**config.mk**
```make
export PLATFORM = sky130hd
export DESIGN_NAME = cfa_ram
export DESIGN_NICKNAME = d
export VERILOG_FILES = /design/src/rtl/cfa_ram.sv
export SDC_FILE = /design/constraint.sdc
export NUM_CORES = 1
export LEC_CHECK = 0
export BUFFER_PORTS_ARGS = -buffer_cell sky130_fd_sc_hd__buf_2
export CAP_MARGIN = 20
export CORE_ASPECT_RATIO = 0.8
export CORE_MARGIN = 8
export CORE_UTILIZATION = 45
export DETAILED_ROUTE_END_ITERATION = 12
export PLACE_DENSITY = 0.61
export SYNTH_ARGS = -nofsm -noshare
export SYNTH_HDL_FRONTEND = slang
export SYNTH_SLANG_ARGS = --single-unit
```
**constraint.sdc**
```tcl
create_clock -name i_clk -period 2.37 [get_ports i_clk]
set_input_delay 0.3555 -clock i_clk [delete_from_list [all_inputs] [get_ports i_clk]]
set_output_delay 0.3555 -clock i_clk [all_outputs]
set_load 0.1 [all_outputs]
```
**src/rtl/cfa_ram.sv**
```systemverilog
module cfa_ram #(
    parameter int WIDTH = 8,
    parameter int DEPTH = 16
) (
    input  logic                     i_clk,
    input  logic                     i_we,
    input  logic [$clog2(DEPTH)-1:0] i_waddr,
    input  logic [WIDTH-1:0]         i_wdata,
    input  logic [$clog2(DEPTH)-1:0] i_raddr,
    output logic [WIDTH-1:0]         o_rdata
);

    logic [WIDTH-1:0] r_mem [DEPTH];
    logic [WIDTH-1:0] r_rdata;

    // One write port and one registered read port.
    always_ff @(posedge i_clk) begin
        if (i_we) begin
            r_mem[i_waddr] <= i_wdata;
        end
        r_rdata <= r_mem[i_raddr];
    end

    assign o_rdata = r_rdata;

endmodule

```
## Word-level counts from Yosys, hierarchy flattened

Memories as Yosys holds them, arrays and structs flattened. A register that Yosys moved wholly into a read port is not among the register bits.
Index checks and enable logic that the tools add are counted.

| storage, ports and cells | value |
|---|---|
| register bits | 0 |
| RAM bits | 128 |
| bits of input ports | 18 |
| output and inout port bits | 8 |
| logic and storage cells | 3 |
| memories kept | 1 |

Memories:

| memory | words | bits a word | read ports | clocked after Yosys merged registers in | wr ports | RTL line | text |
|---|---|---|---|---|---|---|---|
| r_mem | 16 | 8 | 1 | 1 | 1 | 13 | `logic [WIDTH-1:0] r_mem [DEPTH];` |

| cells by class | value |
|---|---|
| multiplexer cells | 2 |

Operators with widths:

| cell | count |
|---|---|
| $mux 1 | 2 |

## Depth between registers and ports, before layout

| depth | value |
|---|---|
| depth after elaboration | 2 |
| mapped depth | 5 |
| gate-level depth less buffers | 3 |

## Worst setup path before layout

Ideal clock, no wire load.

| path | value |
|---|---|
| path type | input port to flip-flop |
| from | input port i_waddr[2] |
| to | memory r_mem[0][0], enable pin |
| setup time | 0.383 ns |
| data arrival time | 1.465 ns |
| required time | 1.987 ns |
| setup slack | 0.522 ns |
| cell stages on the path | 2 |
| path buffers | 0 |
| cell sequence | or3b_2 nor3_1 |

RTL lines:

| element | RTL line | text |
|---|---|---|
| from (decl) | 7 | `input logic [$clog2(DEPTH)-1:0] i_waddr,` |
| to (decl) | 13 |  |

No word-level cell before the write port.

## Worst setup path in the final report

| path | value |
|---|---|
| from | register r_rdata[4] (netlist: o_rdata[4]), read port of r_mem |
| to | output port o_rdata[4] |

RTL lines:

| element | RTL line | text |
|---|---|---|
| from (decl) | 14 | `logic [WIDTH-1:0] r_rdata;` |
| to (decl) | 10 | `output logic [WIDTH-1:0] o_rdata` |

No word-level cell between the ends.

==> flow_summary.json <==
{
  "crit_fanout": 1,
  "cts.clk_slew.worst_paths_ns": 0.05,
  "cts.sinks": 136,
  "worst_setup_path_end_kind": "primary output",
  "drc_errors": 0,
  "crit_slowest_cell": "buf_2",
  "crit_chain": "buf_2",
  "hp-class": "primary input to register",
  "reg2reg_depth": 3,
  "syn_nets": 247,
  "clock-root-buffer": "clkbuf_16",
  "dpl-instance-area_mm2": 0.00553,
  "cap_violations": 0,
  "r2r_start": "r_mem[9][4]",
  "fin_nets": 301,
  "syn2layout_area_growth_pct": 18.5,
  "viasPerCell": 5.37,
  "peakVddDrop_mv": 0.656,
  "slowest_delay_ns": 0.45,
  "place_congestion": 0.705,
  "drt_first_pass_iters": 4,
  "final_cell_count_no_fill": 443,
  "powerDensity_mw_per_mm2": 915,
  "htreeDepth": 4,
  "dr_total_vias": 2378,
  "status": "finished, final reports clean",
  "yosysWarnings": 0,
  "mostFrequentLayoutCells": "edfxtp_1 (128), buf_2 (25), buf_4 (19)",
  "cts_made_buffers": 17,
  "wl_mm": 9.85,
  "synth_cell_types": 19,
  "worst_setup_path_start_kind": "register",
  "postCtsHoldBufs": 0,
  "worst_slack_ns": 0.798,
  "place_ws_ns": 0.542,
  "final_area_mm2": 0.00610,
  "nFillCells": 881,
  "die_h_um": 112,
  "overflow": 0,
  "slew_violations": 0,
  "period_share": 0.663,
  "place_inst": 412,
  "post_cts_buffers": 0,
  "finalHoldViolCount": 0,
  "initial_core_util": 0.454,
  "drt_iter0_markers": 238,
  "grt_pass1_wl_mm": 15.0,
  "cp.buffers_inverters": 1,
  "hpwl_mm": 6.35,
  "skew_ns": 0.00907,
  "cts_resized": 0,
  "critPathKind": "register to primary output",
  "synth_cells": 229,
  "setup_violations": 0,
  "grt_util_all_layers": 0.140,
  "rsz0062_at_grt": "false",
  "syn-cell-area_mm2": 0.00515,
  "grt_pass1_vias": 2568,
  "tritoncts": "done",
  "hp-start": "i_wdata[2]",
  "syn_area_per_cell_um2": 22.5,
  "final_layout_size_suffix_gt1_frac": 0.308,
  "drt-wirelength-per-cell_um": 22.2,
  "path_delay_family": "buffers and inverters",
  "antenna_found_initial": 0,
  "tightestPinTransition_ns": 0.729,
  "worstPathRequired_ns": 2.01,
  "slew_headroom": 0.512,
  "grt_max_degree": 33,
  "core_area_mm2": 0.0113,
  "synth-seq-cells": 136,
  "r2r_end": "o_rdata[4]",
  "fmax_mhz": 636,
  "antenna_left": 0,
  "cp_data_arrival_time_ns": 1.22,
  "num_rows": 35,
  "fin_crit_ns": 1.57,
  "leakage_nw": 2.09,
  "io_buffers": 25,
  "diodes": 0,
  "mostFrequentLayoutCell": "edfxtp_1",
  "hold_path_depth": 1,
  "setup-tns-final_ns": 0,
  "worstSetupPathDepth": 1,
  "cts_buffer_depth": 2,
  "hold_end": "r_mem[10][2]",
  "fp.dieArea_mm2": 0.0151,
  "utilization": 0.538,
  "io_pins": 26,
  "dieWidth_um": 136,
  "clock_latency_ns": 0.40,
  "ff2ff_setup_slack_ns": 1.04,
  "seq_area_frac_synth": 0.778
}
[Yosys cell counts]
master | count | share of area
edfxtp_1 | 128 | 0.75
mux4_2 | 18 | 0.079
a22oi_1 | 16 | 0.023
mux4_1 | 14 | 0.071
nor2_1 | 13 | 0.0095
nand2_1 | 9 | 0.0066
dfxtp_1 | 8 | 0.031
nor3_1 | 4 | 0.0039
buf_2 | 3 | 0.0029
buf_6 | 3 | 0.0066
clkdlybuf4s25_2 | 3 | 0.0058
nand2b_1 | 2 | 0.0024
nand3b_1 | 2 | 0.0029
and2_1 | 1 | 0.0012
and2b_1 | 1 | 0.0015
buf_4 | 1 | 0.0015
nand3_1 | 1 | 0.00097
nor2b_1 | 1 | 0.0012
or3b_2 | 1 | 0.0017
[stage by stage]
stage	hold slack (ns)	total power, mW
final	0.338	5.58
after global routing	0.333	5.74
after CTS	0.326	5.63
after detailed placement	0.678	3.12
after global placement	0.655	3.12
after floorplan	0.454	3.00
[power breakdown]
group / internal, mW / switching (mW)
registers: 2.69 / 0.0170
clock network: 1.62 / 0.892
logic: 0.107 / 0.253
total: 4.42 / 1.16
[per-layer routing]
metal | vias up | GRT usage | part of all wire
li1 | 1086 | - | -
met1 | 1226 | 0.193 | 0.46
met2 | 62 | 0.199 | 0.48
met3 | 4 | 0.0450 | 0.059
met4 | 0 | 0.0635 | 0.0032
met5 | - | 0 | 0
[logic make-up after synthesis]
logic type      synth area share
compound gates            0.0233
flops                      0.778
mux                        0.150
simple gates              0.0318
buf+inv                   0.0168
[sequential cells by signal, summed over array words and instances, names as in the netlist]
signal,flops
r_mem,128
o_rdata,8
[how the worst max path moves through the flow]
stage,endpoint,from
floorplan,r_mem[0][0],i_waddr[2]
global placement,o_rdata[0],i_raddr[1]
detailed placement,o_rdata[0],i_raddr[1]
CTS,o_rdata[4],o_rdata[4]
global route,o_rdata[7],o_rdata[7]
finish,o_rdata[4],o_rdata[4]
[cell type report]
class | instances | area, um2 | area share
flip-flops and latches | 136 | 4000 | 0.656
multi-input cells | 83 | 1060 | 0.173
clock buffers | 18 | 429 | 0.0704
repair buffers | 45 | 288 | 0.0472
well taps | 148 | 185 | 0.0304
clock inverters | 13 | 136 | 0.0224
(Power assumes the default switching activity.)
